[config.mk]
export PLATFORM = sky130hd
export DESIGN_NAME = ppu_scroll_address_register_unit_top
export DESIGN_NICKNAME = d
export VERILOG_FILES = /design/src/rtl/psaru_pkg.sv /design/src/rtl/psaru_core.sv /design/src/rtl/ppu_scroll_address_register_unit_top.sv
export SDC_FILE = /design/constraint.sdc
export NUM_CORES = 1
export LEC_CHECK = 0
export BUFFER_PORTS_ARGS = -buffer_cell sky130_fd_sc_hd__buf_2
export CAP_MARGIN = 0
export CORE_UTILIZATION = 45
export DETAILED_ROUTE_END_ITERATION = 8
export PLACE_DENSITY = 0.73
export SYNTH_ARGS = -nofsm -noshare
export SYNTH_HDL_FRONTEND = slang
export SYNTH_SLANG_ARGS = --single-unit
[constraint.sdc]
create_clock -name clk_i -period 4.05 [get_ports clk_i]
set_input_delay 0 -clock clk_i [delete_from_list [all_inputs] [get_ports clk_i]]
set_output_delay 0 -clock clk_i [all_outputs]
set_load 0.01 [all_outputs]
[src/rtl/psaru_pkg.sv]
// Package for the video processor scroll and address register unit.
// Holds the event and result payload types, the event and register codes,
// and the fixed constants. No dependencies.
package psaru_pkg;

  // Event kinds carried in the action field of an input transfer.
  typedef enum logic [2:0] {
    ACT_REG_WRITE = 3'd0,
    ACT_REG_READ  = 3'd1,
    ACT_INC_X     = 3'd2,
    ACT_INC_Y     = 3'd3,
    ACT_COPY_H    = 3'd4,
    ACT_COPY_V    = 3'd5,
    ACT_VBLANK    = 3'd6,
    ACT_PRERENDER = 3'd7
  } action_e;

  // Processor-visible register indexes.
  typedef enum logic [2:0] {
    REG_CONTROL  = 3'd0,
    REG_MASK     = 3'd1,
    REG_STATUS   = 3'd2,
    REG_OAM_ADDR = 3'd3,
    REG_OAM_DATA = 3'd4,
    REG_SCROLL   = 3'd5,
    REG_ADDRESS  = 3'd6,
    REG_DATA     = 3'd7
  } reg_e;

  localparam int unsigned AddrWidth   = 16;
  localparam int unsigned MemAddrBits = 14;

  // Data port steps, palette region and Y wrap points.
  localparam logic [AddrWidth-1:0] DataIncRow  = 16'd32;
  localparam logic [AddrWidth-1:0] DataIncOne  = 16'd1;
  localparam logic [AddrWidth-1:0] FineYStep   = 16'h1000;
  localparam logic [5:0]           PaletteHigh = 6'h3F;
  localparam logic [4:0]           CoarseMax   = 5'd31;
  localparam logic [4:0]           CoarseYLast = 5'd29;
  localparam logic [2:0]           FineYMax    = 3'd7;

  typedef struct packed {
    action_e    action;
    reg_e       reg_index;
    logic [7:0] write_data;
    logic [7:0] vram_read_data;
  } psaru_in_t;

  typedef struct packed {
    logic [7:0]             read_data;
    logic [MemAddrBits-1:0] mem_address;
    logic                   mem_write;
    logic [7:0]             mem_write_data;
    logic                   mem_read;
    logic                   nmi_pulse;
    logic [2:0]             fine_x_scroll;
  } psaru_out_t;

endpackage

[src/rtl/psaru_core.sv]
// Architectural state of the scroll and address unit and the combinational
// event logic that updates it. Depends on psaru_pkg.
module psaru_core (
  input  logic                  clk_i,
  input  logic                  rst_ni,
  input  logic                  fire_i,
  input  psaru_pkg::psaru_in_t  event_i,
  output psaru_pkg::psaru_out_t result_o
);
  import psaru_pkg::*;

  logic [7:0]           ctrl_q, ctrl_d;
  logic [7:0]           mask_q, mask_d;
  logic                 vbl_q, vbl_d;
  logic [AddrWidth-1:0] v_q, v_d;
  logic [AddrWidth-1:0] t_q, t_d;
  logic [2:0]           fx_q, fx_d;
  logic                 w_q, w_d;
  logic [7:0]           rb_q, rb_d;

  logic                 render;
  logic [AddrWidth-1:0] v_step;
  logic [4:0]           cy;
  logic [4:0]           cy_next;
  logic                 cy_flip;

  assign render = mask_q[3] | mask_q[4];
  assign v_step = v_q + (ctrl_q[2] ? DataIncRow : DataIncOne);
  assign cy     = v_q[9:5];

  // Coarse Y wraps at the last visible row (toggling nametable Y) and also,
  // without a toggle, when it sits at the last attribute row.
  always_comb begin
    cy_flip = 1'b0;
    if (cy == CoarseYLast) begin
      cy_next = '0;
      cy_flip = 1'b1;
    end else if (cy == CoarseMax) begin
      cy_next = '0;
    end else begin
      cy_next = cy + 5'd1;
    end
  end

  always_comb begin
    ctrl_d = ctrl_q;
    mask_d = mask_q;
    vbl_d  = vbl_q;
    v_d    = v_q;
    t_d    = t_q;
    fx_d   = fx_q;
    w_d    = w_q;
    rb_d   = rb_q;

    result_o             = '0;
    result_o.mem_address = v_q[MemAddrBits-1:0];

    unique case (event_i.action)
      ACT_REG_WRITE: begin
        unique case (event_i.reg_index)
          REG_CONTROL: begin
            ctrl_d = event_i.write_data;
            t_d    = {t_q[15:12], event_i.write_data[1:0], t_q[9:0]};
          end
          REG_MASK: begin
            mask_d = event_i.write_data;
          end
          REG_SCROLL: begin
            if (!w_q) begin
              fx_d = event_i.write_data[2:0];
              t_d  = {t_q[15:5], event_i.write_data[7:3]};
              w_d  = 1'b1;
            end else begin
              t_d = {t_q[15], event_i.write_data[2:0], t_q[11:10],
                     event_i.write_data[7:3], t_q[4:0]};
              w_d = 1'b0;
            end
          end
          REG_ADDRESS: begin
            if (!w_q) begin
              t_d = {2'b00, event_i.write_data[5:0], t_q[7:0]};
              w_d = 1'b1;
            end else begin
              t_d = {t_q[15:8], event_i.write_data};
              v_d = {t_q[15:8], event_i.write_data};
              w_d = 1'b0;
            end
          end
          REG_DATA: begin
            result_o.mem_write      = 1'b1;
            result_o.mem_write_data = event_i.write_data;
            v_d                     = v_step;
          end
          default: begin
          end
        endcase
      end
      ACT_REG_READ: begin
        unique case (event_i.reg_index)
          REG_STATUS: begin
            result_o.read_data = {vbl_q, 2'b00, rb_q[4:0]};
            vbl_d              = 1'b0;
            w_d                = 1'b0;
          end
          REG_DATA: begin
            // Palette reads bypass the buffer.
            result_o.read_data = (v_q[13:8] == PaletteHigh) ? event_i.vram_read_data : rb_q;
            result_o.mem_read  = 1'b1;
            rb_d               = event_i.vram_read_data;
            v_d                = v_step;
          end
          default: begin
          end
        endcase
      end
      ACT_INC_X: begin
        if (render) begin
          if (v_q[4:0] == CoarseMax) begin
            v_d = {v_q[15:11], ~v_q[10], v_q[9:5], 5'd0};
          end else begin
            v_d = v_q + DataIncOne;
          end
        end
      end
      ACT_INC_Y: begin
        if (render) begin
          if (v_q[14:12] != FineYMax) begin
            v_d = v_q + FineYStep;
          end else begin
            v_d = {v_q[15], 3'b000, v_q[11] ^ cy_flip, v_q[10], cy_next, v_q[4:0]};
          end
        end
      end
      ACT_COPY_H: begin
        if (render) begin
          v_d = {v_q[15:11], t_q[10], v_q[9:5], t_q[4:0]};
        end
      end
      ACT_COPY_V: begin
        if (render) begin
          v_d = {v_q[15], t_q[14:11], v_q[10], t_q[9:5], v_q[4:0]};
        end
      end
      ACT_VBLANK: begin
        vbl_d              = 1'b1;
        result_o.nmi_pulse = ctrl_q[7];
      end
      ACT_PRERENDER: begin
        vbl_d = 1'b0;
      end
      default: begin
      end
    endcase

    result_o.fine_x_scroll = fx_d;
  end

  always_ff @(posedge clk_i or negedge rst_ni) begin
    if (!rst_ni) begin
      ctrl_q <= '0;
      mask_q <= '0;
      vbl_q  <= 1'b0;
      v_q    <= '0;
      t_q    <= '0;
      fx_q   <= '0;
      w_q    <= 1'b0;
      rb_q   <= '0;
    end else if (fire_i) begin
      ctrl_q <= ctrl_d;
      mask_q <= mask_d;
      vbl_q  <= vbl_d;
      v_q    <= v_d;
      t_q    <= t_d;
      fx_q   <= fx_d;
      w_q    <= w_d;
      rb_q   <= rb_d;
    end
  end

endmodule

[src/rtl/ppu_scroll_address_register_unit_top.sv]
// Top level of the video processor scroll and address register unit.
// Holds the input and result registers and the transfer control; the state
// and event logic live in psaru_core. Depends on psaru_pkg and psaru_core.
//
//   Channel | Signals                         | Payload
//   --------+---------------------------------+------------------------------
//   input   | in_valid_i / in_ready_o         | in_item_i  (psaru_in_t)
//   result  | out_valid_o / out_ready_i       | out_item_o (psaru_out_t)
//
// Every input transfer produces exactly one result transfer, in order.
// The unit sustains one event per clock cycle when the result side does not
// stall. An event is first captured in the input register; once the output
// register is free, its effect on the state registers and its result are
// computed together and the result lands in the output register.
// Reset clears the architectural state and both pipeline valid bits; the
// input and output payload registers are not reset. When the result
// side stalls, the output register holds and the input register fills; the
// input side then stalls too, and nothing is lost or reordered.
module ppu_scroll_address_register_unit_top (
  input  logic                  clk_i,
  input  logic                  rst_ni,
  input  logic                  in_valid_i,
  output logic                  in_ready_o,
  input  psaru_pkg::psaru_in_t  in_item_i,
  output logic                  out_valid_o,
  input  logic                  out_ready_i,
  output psaru_pkg::psaru_out_t out_item_o
);
  import psaru_pkg::*;

  logic       s1_valid_q;
  psaru_in_t  s1_item_q;
  logic       out_valid_q;
  psaru_out_t out_item_q;
  psaru_out_t result;
  logic       out_free;
  logic       s1_fire;

  // The output register can take a new result when it is empty or its
  // current result is being transferred this cycle.
  assign out_free   = !out_valid_q || out_ready_i;
  // The event in the input register is executed (state committed) exactly
  // when its result moves into the output register.
  assign s1_fire    = s1_valid_q && out_free;
  assign in_ready_o = !s1_valid_q || out_free;

  always_ff @(posedge clk_i or negedge rst_ni) begin
    if (!rst_ni) begin
      s1_valid_q <= 1'b0;
    end else if (in_ready_o) begin
      s1_valid_q <= in_valid_i;
    end
  end

  always_ff @(posedge clk_i) begin
    if (in_ready_o && in_valid_i) begin
      s1_item_q <= in_item_i;
    end
  end

  psaru_core u_core (
    .clk_i    (clk_i),
    .rst_ni   (rst_ni),
    .fire_i   (s1_fire),
    .event_i  (s1_item_q),
    .result_o (result)
  );

  always_ff @(posedge clk_i or negedge rst_ni) begin
    if (!rst_ni) begin
      out_valid_q <= 1'b0;
    end else if (out_free) begin
      out_valid_q <= s1_valid_q;
    end
  end

  always_ff @(posedge clk_i) begin
    if (s1_fire) begin
      out_item_q <= result;
    end
  end

  assign out_valid_o = out_valid_q;
  assign out_item_o  = out_item_q;

  // An accepted event is always held in the input register next cycle.
  a_accept_lands : assert property (@(posedge clk_i) disable iff (!rst_ni)
    in_valid_i && in_ready_o |=> s1_valid_q)
    else $error("accepted event was not captured");

  // With both stages empty the unit must be ready.
  a_ready_when_empty : assert property (@(posedge clk_i) disable iff (!rst_ni)
    !s1_valid_q && !out_valid_q |-> in_ready_o)
    else $error("unit not ready while empty");

  // A single event never both writes and reads video memory.
  a_one_mem_op : assert property (@(posedge clk_i) disable iff (!rst_ni)
    out_valid_o |-> !(out_item_o.mem_write && out_item_o.mem_read))
    else $error("memory write and read in one result");

  // An NMI comes only from vblank start, which makes no bus activity.
  a_nmi_alone : assert property (@(posedge clk_i) disable iff (!rst_ni)
    out_valid_o && out_item_o.nmi_pulse |->
      !out_item_o.mem_write && !out_item_o.mem_read && (out_item_o.read_data == 8'd0))
    else $error("NMI pulse together with bus activity");

endmodule

# Word-level counts from Yosys, hierarchy flattened
# Index checks and enable logic that the tools add are counted.
[word_totals] reg_bits=118 in_bits=26 out_inout_bits=38
[op_classes] addsub=4 eq_ne=32 mux=29 bitwise=8 reduce_logical=30
[ops] cell="2-to-1 mux 16 bit" count=7
[ops] cell="case mux 16 bit (6 select lines)" count=1
[ops] cell="case mux 16 bit (3 select lines)" count=1
[ops] cell="case mux 16 bit (2 select lines)" count=1
[ops] cell="2-to-1 mux 15 bit" count=2
[ops] cell="AND reduction 6 bit" count=4
[ops] cell="equality test 3 bit, second input constant" count=7
[ops] cell="AND reduction 10 bit" count=2
[ops] cell="adder 16 x 1 -> 16 bit, second input constant" count=1
[ops] cell="adder 16 x 13 -> 16 bit, second input constant" count=1
[ops] cell="adder 16 bit" count=1
[ops] cell="case mux 8 bit (2 select lines)" count=1
[ops] cell="equality test 5 bit, second input constant" count=3
[ops] cell="inequality test 2 x 1 -> 1 bit, second input constant" count=7
[ops] cell="inequality test 2 bit, second input constant" count=6
[ops] cell="AND reduction 3 bit" count=4
[ops] cell="2-to-1 mux 11 bit" count=1
[ops] cell="AND reduction 11 bit" count=1
[ops] cell="2-to-1 mux 5 bit" count=2
[ops] cell="nonzero test 5 bit" count=2
[ops] cell="equality test 3 x 2 -> 1 bit, second input constant" count=3
[ops] cell="2-to-1 mux 3 bit" count=3
[ops] cell="2-to-1 mux 9 bit" count=1
[ops] cell="2-to-1 mux 8 bit" count=1
[ops] cell="other kinds (23)" count=40

# Depth between registers and ports, before layout
# Gate-level depths: netlist of the first run.
[logic_depth] ltp_word=6 depth_mapped=10

# Hierarchy
# From an unflattened synthesis of the first run, not the netlist that was laid out.
[unflattened] hier_cells=539 hier_area_um2=5768.0
[by_module_without_submodules] mod="psaru_core" n_inst=1 cells_each=473 area_each_um2=3922.5 seq_area_each_um2=1176.1
[by_module_without_submodules] mod="ppu_scroll_address_register_unit_top" n_inst=1 cells_each=66 area_each_um2=1845.5 seq_area_each_um2=1791.7

# Worst setup path after synthesis of the first run
# Ideal clock, no wire load.
[synth_path] kind="register to register" startpoint="register out_valid_q (netlist: out_valid_o)" endpoint="register u_core.rb_q[0]" setup_ns=0.125 t_arrival_ns=2.836 t_required_ns=3.925 path_slack_ns=1.089 stages_incl_launch_ff=6 path_buffers=1 cell_sequence="dfrtp_1 nand2b_1 and2_1 clkbuf_1 nand2_1 mux2_2"
[synth_via] elab_chain_len=4
[synth_lines] item="from (decl)" line="ppu_scroll_address_register_unit_top.sv:33" rtl="logic out_valid_q;"
[synth_lines] item="from (signal assigned)" line="ppu_scroll_address_register_unit_top.sv:73" rtl="out_valid_q <= s1_valid_q;"
[synth_lines] item="zero test 1 bit" line="ppu_scroll_address_register_unit_top.sv:41" rtl="assign out_free = !out_valid_q || out_ready_i;"
[synth_lines] item="logical OR 1 bit" line="ppu_scroll_address_register_unit_top.sv:41"
[synth_lines] item="logical AND 1 bit" line="ppu_scroll_address_register_unit_top.sv:44" rtl="assign s1_fire = s1_valid_q && out_free;"
[synth_lines] item="named net s1_fire" line="ppu_scroll_address_register_unit_top.sv:37" rtl="logic s1_fire;"
[synth_lines] item="AND reduction 3 bit (no source line)"
[synth_lines] item="to (signal assigned)" line="psaru_core.sv:176" rtl="rb_q <= rb_d;"
[synth_lines] item="to (decl)" line="psaru_core.sv:19" rtl="logic [7:0] rb_q, rb_d;"
# The timed path passes the listed nets, and every way through them passes these cells.
# A chain may end at the register's enable or synchronous reset.

# Worst setup path after layout of the first run
[layout_path] startpoint="register u_core.v_q[1]" endpoint="register u_core.v_q[11]"
[layout_via] elab_chain_len=4
[layout_lines] item="from (decl)" line="psaru_core.sv:15" rtl="logic [AddrWidth-1:0] v_q, v_d;"
[layout_lines] item="from (signal assigned)" line="psaru_core.sv:172" rtl="v_q <= v_d;"
[layout_lines] item="adder 16 x 13 -> 16 bit or adder 16 x 1 -> 16 bit (tied branches)" line="psaru_core.sv:128, psaru_core.sv:121"
[layout_lines] item="2-to-1 mux 16 bit (on tied branches)" line="psaru_core.sv:127, psaru_core.sv:118"
[layout_lines] item="2-to-1 mux 16 bit (on tied branches)" line="psaru_core.sv:126, psaru_core.sv:117"
[layout_lines] item="case mux 16 bit (6 select lines)" line="psaru_core.sv:58" rtl="unique case (event_i.action)"
# Several ways; a longest one is shown, not always the timed one. The select of a mux whose other input is x is not followed.

==> impl_metrics.ini, run 1 <==
[outcome]
status = complete, no violations

[placement]
place.gp.congestion = 0.927
dp_hpwl_um = 10000
portBuffers = 63

[timing]
finalCriticalPeriod_ns = 2.92
setup_viol = 0
worst_pin_slew_ns = 1.13
slew_headroom = 0.244
hold_viol = 0
period_share = 0.720
fin_skew_ns = 0.0112
slew_violations = 0
timing.hold.ws_ns = 0.0848
rsz0062_at_grt = false
tns_ns = 0
fmax_mhz = 343

[yosys]
seq_area_frac_synth = 0.518
synth_area_um2 = 5720
synth_nets = 589
ys_ff_latch = 107
synth_cell_types = 79
ys_async_sr_fraction = 0.458
synth_cells = 554
syn_avg_cell_area_um2 = 10.3
ys_warn_count = 0
synth_edf_count = 58
synth_ff_type = edfxtp_1

[min_path]
hold_end = out_valid_o$_DFFE_PN0P_
min_path_type = primary input to flip-flop
holdPathStages = 3
hp-start = out_ready_i

[route]
routed_via_density = 6.05
dr.pass1.iters = 5
postRouteAntennaNets = 0
drt_iter0_markers = 460
wirelength_um = 15000
drc_errors = 0
wl_per_cell_um = 18.9
vias = 4794

[floorplanning]
dieArea_um2 = 13200
start_util = 0.469
die_w_um = 115
num_rows = 40
io_pins = 64
core_area_um2 = 12200
die_h_um = 115

[critical_path]
crit_type = flip-flop to flip-flop
cpMostUsedCell = ha_1
rr_endpoint = u_core.v_q[11]$_DFFE_PN0P_
max_stage_delay_ns = 0.74
cp-start-kind = flip-flop
critical-path-slowest-cell = or4b_1
critPathArrivalTime_ns = 3.20
rrSetupSlack_ns = 1.13
r2r-start = u_core.v_q[1]$_DFFE_PN0P_
cp_data_required_time_ns = 4.33
critPathMaxFanout = 12
endpoint_kind = flip-flop
cp_cell_sequence = ha_1 > and3_1 > ha_1 > or4b_1 > o311ai_1 > a22oi_1 > a32oi_1 > a21boi_1
rr_worst_depth = 8

[clock_network]
cts_buffers = 9
path_clk_slew_ns = 0.07
cts_resized = 0
clk_root_buffer_cell = clkbuf_16
insertion_delay_ns = 0.36
cts_max_path_buffers = 2
htree_levels = 3
clock-sinks = 107
cts_tree = built

[global_route]
grt_use_total = 0.237
grt_pass1_wl_um = 23500
gr-total-overflow = 0
grt_pass1_vias = 4464
antenna_found_initial = 0
grt_max_degree = 50

[final_layout]
nets = 655
diodes = 0
area_growth_pct = 16.6
drive_above_1_share = 0.182

[pwr]
power_w = 0.00320
p_per_area_nw_per_um2 = 480
vdd_drop_max_mv = 0.260
leakagePower_nw = 2.62

[flow_run]
maxCapViolCount = 0
[kinds of logic (layout without fill, tap and decap cells)]
family          Yosys count  after routing  share of synthesized area
xor+xnor                  9              9                     0.0138
mux                      23             23                     0.0444
compound gates          163            163                      0.194
flops                   107            107                      0.518
fa+ha+maj                 9              9                     0.0197
simple gates            192            192                      0.168
buf+inv                  51            122                     0.0411
[how the worst max path moves through the flow]
stage / to / startpoint / slack (ns)
floorplan: u_core.rb_q[0]$_DFFE_PN0P_ / out_valid_o$_DFFE_PN0P_ / 1.09
global placement: u_core.v_q[8]$_DFFE_PN0P_ / s1_item_q[19]$_DFFE_PP_ / 1.26
detailed placement: u_core.v_q[8]$_DFFE_PN0P_ / s1_item_q[19]$_DFFE_PP_ / 1.18
CTS: u_core.v_q[8]$_DFFE_PN0P_ / s1_item_q[19]$_DFFE_PP_ / 1.16
global route: u_core.v_q[8]$_DFFE_PN0P_ / s1_item_q[19]$_DFFE_PP_ / 0.95
finish: u_core.v_q[11]$_DFFE_PN0P_ / u_core.v_q[1]$_DFFE_PN0P_ / 1.13
[metrics by stage]
step	util	std cells	setup WS, ns	cell area (um2)
after floorplan	-	554	1.09	5720
after global placement	0.500	752	1.26	6110
after detailed placement	0.500	752	1.18	6110
after CTS	0.547	793	1.16	6670
after global routing	0.547	793	0.949	6670
final	0.547	793	1.13	6670
[placed cells by master, fill, tap and decap left out, drive strengths merged, types with 3 or more instances in the layout]
cell type    count
buf             69
edfxtp          58
nand2           57
dfrtp           49
o21ai           45
nor2            44
a21oi           28
dlygate4sd3     25
a22oi           22
nand3           21
mux2            19
and3            14
inv             14
clkbuf          11
ha               9
nor3             9
a31oi            7
nand4            7
a211oi           7
o22ai            6
or3              5
a32oi            5
xor2             5
and2             5
nand2b           4
nor2b            4
nor3b            4
xnor2            4
mux2i            4
a21o             4
o311ai           4
nand3b           3
nor4             3
o211ai           3
[cell type report]
class,count,area [um2]
tap,168,210
clock buffer,11,233
clock inverter,5,85.1
multi-input combinational,396,2520
inverter,12,45.0
timing repair buffer,94,611
sequential,107,2970
fill,1090,5540
[report_power, final]
part | switching (W) | internal (W) | leakage (nW)
clock | 0.000398 | 0.000547 | 0.151
combinational | 0.000376 | 0.000298 | 1.26
sequential | 0.000246 | 0.00134 | 1.21
[state kept, by name, indices dropped and copies added, names as in the netlist]
name	flops
out_item_o	36
out_valid_o	1
s1_item_q	22
s1_valid_q	1
u_core.ctrl_q	2
u_core.fx_q	3
u_core.mask_q	2
u_core.rb_q	8
u_core.t_q	15
u_core.v_q	15
u_core.vbl_q	1
u_core.w_q	1
[per-layer routing]
layer	wire, um	share of wire	vias up	track usage
li1	-	-	2221	-
met1	6360	0.42	2329	0.321
met4	463	0.031	0	0.110
met3	1040	0.069	32	0.0380
met5	0	0	-	0
met2	7120	0.48	212	0.377
[critical path, delay by kind of cell (launching register included)]
| kind | cells | cell delay, ns |
|---|---|---|
| AND/OR/NAND/NOR | 2 | 0.94 |
| AO/OA/AOI/OAI | 4 | 0.88 |
| adder cells (fa/ha/maj) | 2 | 0.53 |
| flip-flops | 1 | 0.48 |
[Yosys cell counts, types with 5 or more instances]
cell / n / area, um2
nor3_1: 8 / 40.0
and3_1: 14 / 87.6
and2_1: 5 / 31.3
mux2_2: 19 / 214
a211oi_1: 6 / 45.0
clkbuf_1: 21 / 78.8
nand3_1: 21 / 105
or3_1: 5 / 31.3
edfxtp_1: 58 / 1740
buf_2: 11 / 55.1
a32oi_1: 5 / 43.8
o21ai_1: 8 / 40.0
xor2_1: 5 / 43.8
inv_1: 11 / 41.3
o21ai_0: 36 / 180
a21oi_1: 27 / 135
nand4_1: 6 / 37.5
a22oi_1: 22 / 165
o22ai_1: 6 / 37.5
a31oi_1: 7 / 43.8
dfrtp_1: 49 / 1230
nand2_1: 57 / 214
ha_1: 9 / 113
nor2_1: 43 / 161
[repair_timing]
action / CTS / global route
setup buffers: 0 / 0
endpoints found under the hold margin: 72 / 0
hold buffers: 25 / 0
setup endpoints to repair: 0 / 0
Note: power is estimated with default switching activity, not from simulation.
==> run 2: changes to the inputs <==
--- a/config.mk
+++ b/config.mk
@@ -9,7 +9,7 @@
 export CAP_MARGIN = 0
 export CORE_UTILIZATION = 45
 export DETAILED_ROUTE_END_ITERATION = 8
-export PLACE_DENSITY = 0.73
+export PLACE_DENSITY = 0.75
 export SYNTH_ARGS = -nofsm -noshare
 export SYNTH_HDL_FRONTEND = slang
 export SYNTH_SLANG_ARGS = --single-unit
==> constraint.sdc (replaced) <==
create_clock -name clk_i -period 2.4 [get_ports clk_i]
set_input_delay 0 -clock clk_i [delete_from_list [all_inputs] [get_ports clk_i]]
set_output_delay 0 -clock clk_i [all_outputs]
set_load 0.01 [all_outputs]
==> run 2 against run 1 <==
Count of clock-buffer cells in the layout shrank 2. Critical endpoint is now u_core.v_q[9]$_DFFE_PN0P_. Design area grew 5.9%. Clock power grew 46%. Sequential power grew 59%. Total power grew 70%.
==> impl_metrics.ini, run 2 (synthesis gave the netlist of run 1 again) <==
[global_route]
gr-total-overflow = 0
grt_use_total = 0.246
grt_pass1_wl_um = 24600
grt_max_degree = 50
antenna_found_initial = 0
grt_pass1_vias = 4715

[pwr]
leakagePower_nw = 2.88
swShare = 0.329
vdd_drop_max_mv = 0.503
switchingPower_w = 0.00179
p_int_w = 0.00365
pwr-share-clk = 0.254
seq_power_share = 0.462
pwr-share-comb = 0.285
p_per_area_nw_per_um2 = 769
power_w = 0.00544

[critical_path]
critPathArrivalTime_ns = 2.64
endpoint_kind = flip-flop
cp_data_required_time_ns = 2.69
critPathMaxFanout = 4
crit_type = flip-flop to flip-flop
crit_start = u_core.v_q[1]$_DFFE_PN0P_
cp-start-kind = flip-flop
r2r-start = u_core.v_q[1]$_DFFE_PN0P_

[final_layout]
drive_above_1_share = 0.259
final_common_cell = buf_2
diodes = 0
final_core_util = 0.579
largest_reg_flops = 36
area_growth_pct = 23.5
nets = 705
final_area_um2 = 7070
mostFrequentLayoutCells = 63 x buf_2, 58 x edfxtp_1, 57 x nand2_1, 56 x buf_4, 49 x dfrtp_1

[clock_network]
htree_levels = 3
path_clk_slew_ns = 0.07
cts_tree = built
clock-sinks = 107
cts_buffers = 9
cts_max_path_buffers = 2
insertion_delay_ns = 0.36
clk_root_buffer_cell = clkbuf_16

[timing]
setup_viol = 0
slew_headroom = 0.531
fmax_mhz = 425
hold_viol = 0
timing.hold.ws_ns = 0.0416
fin_skew_ns = 0.0116
finalCriticalPeriod_ns = 2.35
period_share = 0.981
rsz0062_at_grt = true
slew_violations = 0
worst_pin_slew_ns = 0.697

[outcome]
status = complete, no violations

[placement]
portBuffers = 63
dp_hpwl_um = 10800
dpl-instance-area_um2 = 6470
place.gp.congestion = 0.885

[floorplanning]
start_util = 0.469
dieArea_um2 = 13200
die_w_um = 115
die_h_um = 115
num_rows = 40
core_area_um2 = 12200
io_pins = 64

[flow_run]
maxCapViolCount = 0

[min_path]
min_path_type = primary input to flip-flop
hp-start = out_ready_i

[route]
drc_errors = 0
postRouteAntennaNets = 0
wirelength_um = 15400
vias = 4965
dr.pass1.iters = 5
drt_iter0_markers = 423
wl_per_cell_um = 18.2
routed_via_density = 5.89
## run 2: area by class of cell
class	instances	area [um2]
Clock inverter	7	43.8
Multi-Input combinational cell	396	2590
Sequential cell	107	2970
Inverter	12	45.0
Tap cell	168	210
Clock buffer	9	225
Timing Repair Buffer	144	986
Fill cell	1058	5140
## run 2: through the flow
| step | setup WS [ns] | std cells | setup TNS (ns) |
|---|---|---|---|
| 2_1_floorplan | 0.0144 | 554 | 0 |
| 3_3_place_gp | 0.0448 | 800 | 0 |
| 3_5_place_dp | -0.0400 | 800 | -0.0400 |
| 4_1_cts | 0.0290 | 841 | 0 |
| 5_1_grt | -0.0108 | 843 | -0.0108 |
| 6_report | 0.0462 | 843 | 0 |
## run 2: layer usage
layer | share of wire | GRT usage | wire, um | vias up
met3 | 0.061 | 0.0453 | 933 | 25
met4 | 0.022 | 0.0978 | 340 | 0
met2 | 0.47 | 0.386 | 7260 | 224
li1 | - | - | - | 2318
met5 | 0 | 0 | 0 | -
met1 | 0.45 | 0.341 | 6850 | 2398
## run 2: power groups by stage
stage / registers (W) / logic (W) / clock network [W]
after floorplan: 0.00251 / 0.000892 / 0
after global placement: 0.00252 / 0.00139 / 0
after detailed placement: 0.00253 / 0.00143 / 0
after CTS: 0.00250 / 0.00148 / 0.00140
after global routing: 0.00254 / 0.00169 / 0.00147
final: 0.00251 / 0.00155 / 0.00138
## run 2: final timing paths
path	end	slack, ns	cells after the start
min reg2reg	u_core.t_q[3]$_DFFE_PN0P_	0.49	2
min	out_valid_o$_DFFE_PN0P_	0.04	3
min in group asynchronous	u_core.fx_q[1]$_DFFE_PN0P_	0.31	3
max	u_core.v_q[9]$_DFFE_PN0P_	0.05	8
max reg2reg	u_core.v_q[9]$_DFFE_PN0P_	0.05	8
max in group asynchronous	u_core.v_q[13]$_DFFE_PN0P_	1.63	3
## run 2: worst max-delay path, cell delays in order, from the launching register on
cell and delay, ns:
dfrtp_1 0.39, ha_2 0.19, and3_4 0.18, ha_4 0.16, or4b_4 0.56, or4_4 0.56, nand3_2 0.09, a211oi_2 0.04
o21ai_1 0.12
## run 2: timing repair
action                                 in CTS  in global routing
pin swaps                                   0                  6
setup endpoints to repair                   2                  8
hold buffers                               25                  0
resized for setup                           2                 12
endpoints found under the hold margin      72                  0
setup buffers                               0                  2
==> run 3: changes to the inputs <==
--- a/config.mk
+++ b/config.mk
@@ -8,8 +8,9 @@
 export BUFFER_PORTS_ARGS = -buffer_cell sky130_fd_sc_hd__buf_2
 export CAP_MARGIN = 0
 export CORE_UTILIZATION = 45
+export CTS_BUF_LIST = sky130_fd_sc_hd__clkbuf_16
 export DETAILED_ROUTE_END_ITERATION = 8
-export PLACE_DENSITY = 0.75
+export PLACE_DENSITY = 0.73
 export SYNTH_ARGS = -nofsm -noshare
 export SYNTH_HDL_FRONTEND = slang
 export SYNTH_SLANG_ARGS = --single-unit
==> constraint.sdc (replaced) <==
create_clock -name clk_i -period 2.2 [get_ports clk_i]
set_input_delay 0 -clock clk_i [delete_from_list [all_inputs] [get_ports clk_i]]
set_output_delay 0 -clock clk_i [all_outputs]
set_load 0.01 [all_outputs]
==> run 3 against run 2 <==
Setup slack got worse by 0.031 ns. Die area unchanged. Total power up 15%. First-iteration DRC count increased by 2.4%. Register-to-register slack lost 0.03 ns. Combinational power grew 16%. Utilization increased by 1.9 points. Final cell count up 1.3%. Via count is 0.36% higher. Count of clock-buffer cells in the layout is the same. Hold slack improved by 0.027 ns.
==> impl_metrics.ini, run 3 (synthesis gave the netlist of run 1 again) <==
[outcome]
status = complete, no violations

[floorplanning]
num_rows = 40
die_h_um = 115
io_pins = 64
core_area_um2 = 12200
start_util = 0.469
dieArea_um2 = 13200
die_w_um = 115

[pwr]
leakagePower_nw = 2.96
p_per_area_nw_per_um2 = 855
vdd_drop_max_mv = 0.561

[global_route]
grt_use_total = 0.252
gr-total-overflow = 0
grt_max_degree = 50
grt_pass1_wl_um = 25200
antenna_found_initial = 0
grt_pass1_vias = 4745

[clock_network]
htree_levels = 3
clock-sinks = 107
cts_buffers = 9
clk_root_buffer_cell = clkbuf_16
insertion_delay_ns = 0.36
cts_max_path_buffers = 2
cts_tree = built
path_clk_slew_ns = 0.07

[route]
postRouteAntennaNets = 0
routed_via_density = 5.83
wirelength_um = 15700
wl_per_cell_um = 18.4
drc_errors = 0
vias = 4983
drt_iter0_markers = 433
dr.pass1.iters = 5

[timing]
timing.hold.ws_ns = 0.0681
slew_headroom = 0.551
finalCriticalPeriod_ns = 2.18
fmax_mhz = 458
setup_viol = 0
hold_viol = 0
slew_violations = 0
rsz0062_at_grt = true
worst_pin_slew_ns = 0.673
period_share = 0.993
fin_ws_ns = 0.0156
fin_skew_ns = 0.00842

[critical_path]
critical-path-slowest-cell = or4b_4
cpMostUsedCell = ha_4
max_stage_delay_ns = 0.51
endpoint_kind = flip-flop
cp_cell_sequence = ha_4 > and3_4 > ha_4 > or4b_4 > o311ai_2 > a22oi_1 > a32oi_1 > a21boi_2
crit_family = compound AO/OA/AOI/OAI gates
critPathMaxFanout = 4
critPathArrivalTime_ns = 2.47
crit_type = flip-flop to flip-flop
cp-start-kind = flip-flop
cp_data_required_time_ns = 2.48
critPathBufInv = 0

[placement]
post-place-ws_ns = -0.127
dpl-instance-area_um2 = 6560
portBuffers = 63
dpl.cell_count = 805
place.gp.congestion = 0.868
dp_hpwl_um = 11000

[final_layout]
final_area_um2 = 7300
diodes = 0
finalNonFillerCells = 854
drive_above_1_share = 0.277
area_growth_pct = 27.5
mostFrequentLayoutCells = 63 x buf_2, 60 x buf_4, 58 x edfxtp_1, 57 x nand2_1, 47 x dfrtp_1
nets = 716
multi_input_area_um2 = 2650
final_common_cell = buf_2
largest_reg_flops = 36
layout.area.seq_um2 = 2970
fill_cells = 1062

[flow_run]
maxCapViolCount = 0

[min_path]
min_path_type = primary input to flip-flop
## run 3: metrics by stage
step           TNS (ns)   util  power, W
4_1_cts               0  0.588   0.00619
2_1_floorplan   -0.0969      -   0.00373
6_report              0  0.598   0.00624
5_1_grt          -0.291  0.598   0.00655
3_5_place_dp     -0.396  0.537   0.00439
3_3_place_gp     -0.249  0.537   0.00433
## run 3: repair_timing
action	4_1_cts	5_1_grt
cloned	0	1
pin swaps	7	1
endpoints found under the setup margin	7	10
hold endpoints to repair	72	0
buffers inserted	2	5
hold buffers	25	0
resized for setup	6	15
## run 3: worst paths after layout
kind	to	startpoint	cells after the start	slack, ns
hold / removal	out_valid_o$_DFFE_PN0P_	out_ready_i	3	0.07
hold reg to reg	u_core.t_q[0]$_DFFE_PN0P_	u_core.t_q[0]$_DFFE_PN0P_	2	0.50
setup / recovery	u_core.v_q[11]$_DFFE_PN0P_	u_core.v_q[0]$_DFFE_PN0P_	8	0.02
setup reg to reg	u_core.v_q[11]$_DFFE_PN0P_	u_core.v_q[0]$_DFFE_PN0P_	8	0.02
min in group asynchronous	u_core.fx_q[1]$_DFFE_PN0P_	rst_ni	3	0.30
max in group asynchronous	u_core.v_q[1]$_DFFE_PN0P_	rst_ni	3	1.40
## run 3: worst reg2reg max path: cells and delay by family (launching register included)
family	cells	cell delay, ns
fa+ha+maj	2	0.35
compound gates	4	0.70
simple gates	2	0.66
flops	1	0.41
## run 3: cell type report
type / instances / area share
flip-flops and latches: 107 / 0.407
multi-input cells: 397 / 0.363
repair buffers: 154 / 0.152
clock buffers: 9 / 0.0309
well taps: 168 / 0.0288
clock inverters: 7 / 0.0127
inverters: 12 / 0.00617
## run 3: per-layer routing
| layer | global-route usage | routed length [um] | vias up |
|---|---|---|---|
| li1 | - | - | 2340 |
| met1 | 0.345 | 6940 | 2421 |
| met2 | 0.405 | 7440 | 190 |
| met3 | 0.0416 | 946 | 32 |
| met4 | 0.0909 | 368 | 0 |
| met5 | 0 | 0 | - |
## run 3: power breakdown
part           switching, W  total, W  internal, W
combinational      0.000979   0.00180     0.000821
sequential         0.000258   0.00272      0.00247
clock              0.000724   0.00172     0.000995
total               0.00196   0.00624      0.00428
